--- config.mk ---
export PLATFORM = sky130hd
export DESIGN_NAME = avsm_ctrl
export DESIGN_NICKNAME = d
export VERILOG_FILES = /design/src/avsm_pkg.sv /design/src/avsm_ctrl.sv
export SDC_FILE = /design/constraint.sdc
export NUM_CORES = 1
export LEC_CHECK = 0
export BUFFER_PORTS_ARGS = -buffer_cell sky130_fd_sc_hd__buf_2
export CORE_AREA = 3 3 40 42
export CTS_CLUSTER_DIAMETER = 100
export DETAILED_ROUTE_END_ITERATION = 16
export DIE_AREA = 0 0 43 45
export PLACE_DENSITY_LB_ADDON = 0.15
export SLEW_MARGIN = 5
export SYNTH_ARGS = -nofsm -noshare
export SYNTH_HDL_FRONTEND = slang
export SYNTH_SLANG_ARGS = --single-unit
--- constraint.sdc ---
create_clock -name clk -period 1.3 [get_ports clk]
set_input_delay 0.195 -clock clk [delete_from_list [all_inputs] [get_ports clk]]
set_output_delay 0.195 -clock clk [all_outputs]
set_load 0.005 [all_outputs]
--- src/avsm_pkg.sv ---
`timescale 1ns / 1ps
// Package of the audio/video sync matcher: beat payload types, command and
// status codes, and the control structs between controller and datapath.
// Depends on nothing.
package avsm_pkg;

	localparam logic [1:0] CMD_PUSH  = 2'd0;
	localparam logic [1:0] CMD_SYNC  = 2'd1;
	localparam logic [1:0] CMD_FLUSH = 2'd2;

	localparam logic [2:0] ST_PUSHED   = 3'd0;
	localparam logic [2:0] ST_FULL     = 3'd1;
	localparam logic [2:0] ST_MATCHED  = 3'd2;
	localparam logic [2:0] ST_NO_MATCH = 3'd3;
	localparam logic [2:0] ST_FLUSHED  = 3'd4;

	localparam logic [31:0] THRESHOLD_RESET = 32'd40000;

	typedef struct packed {
		logic [1:0]  command;
		logic [15:0] item_tag;
		logic [47:0] item_timestamp;
	} in_item_t;

	typedef struct packed {
		logic [2:0]  status;
		logic [15:0] audio_tag;
		logic [15:0] video_tag;
		logic [47:0] video_timestamp;
		logic [7:0]  dropped_count;
	} out_item_t;

	typedef struct packed {
		logic accept;
		logic rd_en;
		logic eval;
		logic resolve;
		logic load_out;
	} ctrl_cmd_t;

	typedef struct packed {
		logic empty;
		logic stop;
		logic out_free;
	} dp_stat_t;

	function automatic logic [7:0] sat_inc(input logic [7:0] value);
		sat_inc = (value == 8'hFF) ? value : value + 8'd1;
	endfunction

endpackage

--- src/avsm_ctrl.sv ---
`timescale 1ns / 1ps
// Controller state machine of the sync matcher: sequences push, flush and the
// queue walk of a sync. Depends on avsm_pkg.
module avsm_ctrl (
	input  logic                  clk,
	input  logic                  arst_n,
	input  logic                  in_valid,
	input  logic [1:0]            in_command,
	input  avsm_pkg::dp_stat_t    stat,
	output logic                  in_stall,
	output avsm_pkg::ctrl_cmd_t   cmd
);
	import avsm_pkg::*;

	typedef enum logic [4:0] {
		S_IDLE    = 5'b00001,
		S_READ    = 5'b00010,
		S_EVAL    = 5'b00100,
		S_RESOLVE = 5'b01000,
		S_FINISH  = 5'b10000
	} state_t;

	state_t state_q, state_d;

	always_comb begin
		state_d = state_q;
		cmd = '0;
		in_stall = 1'b1;
		case (state_q)
			S_IDLE: begin
				in_stall = 1'b0;
				cmd.accept = in_valid;
				if (in_valid) begin
					case (in_command) inside
						CMD_PUSH, CMD_FLUSH: state_d = S_FINISH;
						CMD_SYNC:            state_d = S_READ;
						default:             state_d = S_IDLE;
					endcase
				end
			end
			S_READ: begin
				cmd.rd_en = !stat.empty;
				state_d = stat.empty ? S_RESOLVE : S_EVAL;
			end
			S_EVAL: begin
				cmd.eval = 1'b1;
				state_d = stat.stop ? S_RESOLVE : S_READ;
			end
			S_RESOLVE: begin
				cmd.resolve = 1'b1;
				state_d = S_FINISH;
			end
			S_FINISH: begin
				if (stat.out_free) begin
					cmd.load_out = 1'b1;
					state_d = S_IDLE;
				end
			end
			default: state_d = S_IDLE;
		endcase
	end

	always_ff @(posedge clk or negedge arst_n) begin
		if (!arst_n) begin
			state_q <= S_IDLE;
		end else begin
			state_q <= state_d;
		end
	end

endmodule

# Word level (Yosys, flattened, before mapping)

Index checks and enable logic that the tools add are counted.
W data, S select, Z words.

Word-level logic and storage cells: 28
Output and inout bits: 6
Register bits after elaboration: 5
Input port bits: 8

Equal/unequal tests: 9
Reduce and logical (&&, ||, !) cells: 4
Muxes and demuxes: 14

Operator list:

| kind                 | number |
|---|---|
| $pmux W5 S5          | 1 |
| $mux W5              | 3 |
| $mux W4              | 2 |
| $mux W1              | 7 |
| $eq A5 B1 Y1 const B | 1 |
| $eq A5 B2 Y1 const B | 1 |
| $eq A5 B3 Y1 const B | 1 |
| $eq A5 B4 Y1 const B | 1 |
| $eq A5 B5 Y1 const B | 1 |
| $ne A2 B2 Y1 const B | 2 |
| $eq A2 B1 Y1 const B | 1 |
| $eq A2 B2 Y1 const B | 1 |
| $logic_not A2 Y1     | 1 |
| $mux W2              | 1 |
| $reduce_and A2 Y1    | 1 |
| $reduce_or A2 Y1     | 1 |
| $logic_not A1 Y1     | 1 |

# Logic depth before layout (Yosys ltp)

Gate-level depths: netlist of run 1.

Word-level depth: 5
Gate-level depth with buffers: 5
Gate-level depth less buffers: 4

# Worst setup path before layout of run 1

No wires, ideal clock.

Kind: register -> register
Start: register state_q[4]
End: register state_q[1]
Required time: 1,206 ps
Library setup time: 94 ps
Path slack: -147 ps
Clock period less this slack: 1,447 ps
Stages on the path, launching flop included: 6
Path buffers: 1
Data arrival time: 1,353 ps
Path through: dfrtp_1 -> clkbuf_4 -> or3_4 -> nor3b_4 -> nand2b_1 -> a221oi_2

Word-level cells in the longest chain between the ends: 3
Elaborated cells between the ends (all ways): 9
Those cells by class: 7 x eq/ne; 1 x mux; 1 x reduce/logical

RTL lines:

| what                                         | RTL line        | text |
|---|---|---|
| start, declared                              | avsm_ctrl.sv:23 | `state_t state_q, state_d;` |
| start signal, assigned                       | avsm_ctrl.sv:67 | `state_q <= state_d;` |
| $eq A5 B5 Y1 or $eq A5 B1 Y1 (tied branches) | avsm_ctrl.sv:29 | `case (state_q)` |
| $ne A2 B2 Y1 (no source line)                | -               |  |
| $reduce_and A2 Y1 (no source line)           | -               |  |

Several ways; a longest one is shown, not always the timed one.
A chain may end at the register's enable or synchronous reset.

==> impl_metrics.env, run 1 <==
export IMPL_dpl_hpwl_um=873
export IMPL_die_x_um=43
export IMPL_worstMarginPinSlew_ns=0.329
export IMPL_clk_pin_slew_ns=0.04
export IMPL_dp_slack_ns=-0.159
export IMPL_grt_pass1_vias=430
export IMPL_synth_area_mux_share_pct=0
export IMPL_ys_ff_latch=5
export IMPL_htreeDepth=1
export IMPL_setup_ws_ns=-0.334
export IMPL_reg_largest_list="state_q (5)"
export IMPL_hold_depth=2
export IMPL_timing_max_cap_violations=0
export IMPL_fmax_mhz=612
export IMPL_r2r_setup_slack_ns=-0.25
export IMPL_peakVddDrop_mv=0.606
export IMPL_antenna_found_initial=0
export IMPL_p_leak_nw=0.314
export IMPL_drt_initial_drc_count=9
export IMPL_yosys_most_used_dff="dfrtp_1"
export IMPL_rsz0062_at_grt="true"
export IMPL_failed_checks="negative setup slack"
export IMPL_synth_simple_gate_area_share_pct=33.8
export IMPL_power_density_nw_per_um2=1650
export IMPL_hold_violations=0
export IMPL_holdCritPathClass="in -> reg"
export IMPL_grt_max_degree=9
export IMPL_synth_top_family_by_area="simple AND/OR/NAND/NOR gates"
export IMPL_area_growth_syn_to_layout_pct=53.9
export IMPL_place_area_um2=532
export IMPL_cts_tree="yes"
export IMPL_status="complete, but fails checks"
export IMPL_end_kind="output pin"
export IMPL_clkSinkCount=5
export IMPL_core_area_um2=1280
export IMPL_overflow=0
export IMPL_crit_start="state_q[1]"
export IMPL_drt_wl_total_um=1150
export IMPL_die_h_um=45
export IMPL_grt_pass1_wl_um=1910
export IMPL_synth_edf_count=0
export IMPL_cp_arrival_ns=1.44
export IMPL_drt_vias_per_instance=5.00
export IMPL_whs_endpoint="state_q[2]"
export IMPL_drc=0
export IMPL_port_buffers=13
export IMPL_ys_seq_area_share_pct=30.2
export IMPL_globalplace_congestion=0.721
export IMPL_syn_cell_area_um2=418
export IMPL_min_from="stat[2]"
export IMPL_syn_instance_count=46
export IMPL_synthXorXnorAreaFrac_pct=2.10
export IMPL_setup_viol=10
export IMPL_cts_buffer_depth=2
export IMPL_worstSkewPairLatency_ns=0.24
export IMPL_largest_reg_flops=5
export IMPL_first_pass_iters=4
export IMPL_vias=440
export IMPL_r2r_cells=5
export IMPL_synth_avg_cell_area_um2=9.08
export IMPL_grt_usage_pct=13.9
export IMPL_cts_buffers=3
export IMPL_post_route_period_util_pct=126
export IMPL_relSlewSlack_pct=77.8
export IMPL_r2r_start="state_q[1]"
export IMPL_yosysUniqueCellTypes=27
export IMPL_crit_fanout=5
export IMPL_initial_core_util_pct=32.5
export IMPL_r2r_end="state_q[1]"
export IMPL_async_flop_share_pct=100
export IMPL_final_max_slew_violation_count=0
export IMPL_required_ns=1.11
export IMPL_nets=82
export IMPL_finClkSkew_ns=0.00484
export IMPL_wl_per_cell_um=13.1
export IMPL_critPathKind="reg -> out"
export IMPL_crit_path_start_kind="flop"
export IMPL_synth_fa_ha_area_share_pct=0
export IMPL_drive_above_1_share_pct=57.5
export IMPL_antenna_cells=0
export IMPL_synth_compound_area_share_pct=19.5
export IMPL_syn_num_nets=54
export IMPL_die_area_um2=1940
export IMPL_fp_row_count=13
export IMPL_synth_warning_count=0
export IMPL_ant_nets=0
export IMPL_top_register="state_q"
export IMPL_io_pins=14
export IMPL_cts_root_buf="clkbuf_4"
export IMPL_min_period_ns=1.63
export IMPL_fin_area_um2=643
-- critical path, stage by stage, from the launching register on --
cell     delay, ns
dfrtp_2       0.44
or3_4         0.43
nor3b_4       0.19
buf_2         0.14
-- timing repair --
action / in CTS / in global routing
hold buffers: 1 / 0
gates cloned: 0 / 0
setup endpoints to repair: 10 / 10
resized for setup: 7 / 3
setup buffers: 4 / 1
pin swaps: 5 / 4
endpoints found under the hold margin: 5 / 0
-- metrics by stage --
step,hold WS [ns],TNS [ns],std cells,power (mW),util (%)
2_1_floorplan,-0.101,-0.224,46,0.553,-
3_3_place_gp,0.0183,-0.739,79,0.730,41.4
3_5_place_dp,0.0188,-0.680,79,0.713,41.4
4_1_cts,0.137,-2.36,88,1.05,49.8
5_1_grt,0.141,-2.99,88,1.13,50.0
6_report,0.147,-2.25,88,1.06,50.0
-- per-layer routing --
metal	share of wire (%)	global-route usage [%]
met2	51	23.7
met1	43	15.4
met3	5.0	4.78
met4	1.0	7.23
met5	0	0
-- power by group --
part | internal (mW) | leakage, nW | total (mW) | switching [mW]
registers | 0.203 | 0.0637 | 0.239 | 0.0365
logic | 0.354 | 0.235 | 0.637 | 0.283
clock network | 0.116 | 0.0150 | 0.183 | 0.0667
-- Yosys cell counts, types with 2 or more instances --
cell type,count,share of area [%]
a21oi_1,2,2.4
buf_4,2,3.6
buf_6,2,5.4
dfrtp_1,4,24
inv_1,4,3.6
nand2b_1,2,3.0
nand3_1,2,2.4
nand3b_1,2,3.6
nor2_1,7,6.3
nor3_1,2,2.4
-- cell type report --
| type | instances | area, um^2 |
|---|---|---|
| Fill cell | 125 | 642 |
| Clock buffer | 4 | 26.3 |
| Multi-Input combinational cell | 32 | 268 |
| Sequential cell | 5 | 128 |
| Tap cell | 15 | 18.8 |
| Inverter | 4 | 15.0 |
| Timing Repair Buffer | 28 | 188 |
-- cell usage in the layout, fill, tap and decap left out, types with 2 or more instances in the layout --
cell type,count
buf_2,13
buf_4,12
buf_6,2
clkbuf_4,3
dfrtp_1,3
inv_1,4
nand3_1,2
nand3b_1,2
nor2_1,6
nor2_2,2
nor3_1,2
-- worst max path at each step --
stage                            end  cells past startpoint
final                         cmd[2]                      3
after global routing          cmd[4]                      5
after CTS                     cmd[4]                      5
after detailed placement      cmd[4]                      5
after global placement    state_q[4]                      4
after floorplan           state_q[1]                      5
-- cell families after synthesis --
family | count (synthesis)
AOI/OAI and AO/OA | 10
and+or+nand+nor | 21
xor gates and xnor gates | 1
DFF | 5
buffers and inverters | 9
(Power assumes the default switching activity.)
==> run 2, diff against run 1 <==
Settings changed: PLACE_DENSITY set to 0.66, PLACE_DENSITY_LB_ADDON 0.15 to unset.
==> impl_metrics.env, run 2 (synthesis gave the netlist of run 1 again) <==
export IMPL_ant_nets=0
export IMPL_grt_pass1_wl_um=2330
export IMPL_worstMarginPinSlew_ns=0.286
export IMPL_first_pass_iters=4
export IMPL_drt_wl_total_um=1400
export IMPL_setup_ws_ns=-0.280
export IMPL_power_density_nw_per_um2=1490
export IMPL_fp_row_count=13
export IMPL_dpl_hpwl_um=896
export IMPL_core_area_um2=1280
export IMPL_initial_core_util_pct=32.5
export IMPL_finClkSkew_ns=0.00689
export IMPL_cp_arrival_ns=1.38
export IMPL_r2r_cells=5
export IMPL_drt_vias_per_instance=5.10
export IMPL_largest_reg_flops=5
export IMPL_final_max_slew_violation_count=0
export IMPL_holdCritPathClass="in -> reg"
export IMPL_cts_root_buf="clkbuf_4"
export IMPL_failed_checks="negative setup slack"
export IMPL_setup_viol=10
export IMPL_wl_per_cell_um=14.2
export IMPL_n_fill_cell=105
export IMPL_hold_depth=2
export IMPL_hold_violations=0
export IMPL_fmax_mhz=633
export IMPL_post_route_period_util_pct=122
export IMPL_final_common_cell="buf_4"
export IMPL_rsz0062_at_grt="true"
export IMPL_end_kind="output pin"
export IMPL_p_leak_nw=0.382
export IMPL_place_area_um2=532
export IMPL_internal_power_mw=0.741
export IMPL_drc=0
export IMPL_cts_tree="yes"
export IMPL_clock_power_share_pct=15.2
export IMPL_worstSkewPairLatency_ns=0.24
export IMPL_clk_pin_slew_ns=0.05
export IMPL_path_buf_inv=1
export IMPL_clkSinkCount=5
export IMPL_antenna_cells=0
export IMPL_crit_path_cell_trace="or3_4 > nor3b_4 > buf_2"
export IMPL_relSlewSlack_pct=80.9
export IMPL_grt_pass1_vias=501
export IMPL_nets=92
export IMPL_power_frac_comb_pct=63.8
export IMPL_p_sw_share_pct=37.6
export IMPL_htreeDepth=1
export IMPL_min_period_ns=1.58
export IMPL_globalplace_congestion=0.872
export IMPL_power_total_mw=1.19
export IMPL_required_ns=1.11
export IMPL_io_pins=14
export IMPL_die_x_um=43
export IMPL_port_buffers=13
export IMPL_overflow=0
export IMPL_crit_path_start_kind="flop"
export IMPL_area_growth_syn_to_layout_pct=91.0
export IMPL_reg_largest_list="state_q (5)"
export IMPL_die_area_um2=1940
export IMPL_slowest_stage="dfrtp_2"
export IMPL_layout_common_cells="buf_4 (15), buf_2 (13), buf_6 (9)"
export IMPL_switching_power_mw=0.447
export IMPL_max_stage_delay_ns=0.44
export IMPL_drive_above_1_share_pct=74.7
export IMPL_peakVddDrop_mv=0.742
export IMPL_vias=500
export IMPL_fin_area_um2=798
export IMPL_drt_initial_drc_count=11
export IMPL_crit_fanout=4
export IMPL_antenna_found_initial=0
export IMPL_crit_family="simple AND/OR/NAND/NOR gates"
export IMPL_grt_max_degree=9
export IMPL_status="complete, but fails checks"
export IMPL_grt_usage_pct=16.9
export IMPL_top_register="state_q"
export IMPL_die_h_um=45
export IMPL_power_frac_seq_pct=20.9
export IMPL_utilization_pct=62.1
export IMPL_critPathKind="reg -> out"
export IMPL_timing_max_cap_violations=0
export IMPL_cts_buffers=3
export IMPL_cts_buffer_depth=2
export IMPL_path_depth=3
[run 2: per-layer routing]
metal | share of wire, % | vias up | global-route usage, %
li1 | - | 237 | -
met1 | 39 | 244 | 18.0
met2 | 57 | 19 | 31.1
met3 | 3.4 | 0 | 2.39
met4 | 0 | 0 | 10.8
met5 | 0 | - | 0
[run 2: metrics by stage]
| step | setup slack, ns | TNS (ns) | hold WS [ns] | cells |
|---|---|---|---|---|
| 3_5_place_dp | -0.210 | -0.770 | 0.0152 | 79 |
| 5_1_grt | -0.379 | -2.85 | 0.135 | 98 |
| 3_3_place_gp | -0.144 | -0.576 | 0.00883 | 79 |
| 4_1_cts | -0.301 | -1.91 | 0.120 | 94 |
| 2_1_floorplan | -0.124 | -0.224 | -0.101 | 46 |
| 6_report | -0.280 | -1.95 | 0.145 | 98 |
[run 2: layout make-up]
cell class	instances	area, um^2	share of cell area (%)
Clock inverter	1	5.00	0.627
Tap cell	15	18.8	2.35
Clock buffer	3	22.5	2.82
Multi-Input combinational cell	32	318	39.8
Timing Repair Buffer	38	289	36.2
Sequential cell	5	130	16.3
Inverter	4	15.0	1.88
[run 2: repair_timing]
item                                    in CTS  in global routing
pin swaps                                   10                 10
setup buffers                               11                  5
endpoints found under the setup margin      10                 10
endpoints found under the hold margin        5                  0
gates resized for setup                     14                 15
hold buffers                                 1                  0
[run 2: final timing paths]
kind,startpoint,to,slack (ns)
min,stat[2],state_q[2],0.15
max,state_q[1],cmd[2],-0.28
max in group asynchronous,arst_n,state_q[0],0.78
min reg2reg,state_q[4],state_q[2],0.67
max reg2reg,state_q[1],state_q[1],-0.25
min in group asynchronous,arst_n,state_q[2],0.31
[run 2: power by group through the flow]
stage                     registers [mW]  logic, mW  clock network, mW
after CTS                          0.247      0.629              0.191
after global placement             0.242      0.432                  0
after global routing               0.254      0.817              0.204
final                              0.249      0.758              0.181
after detailed placement           0.250      0.435                  0
after floorplan                    0.219      0.334                  0
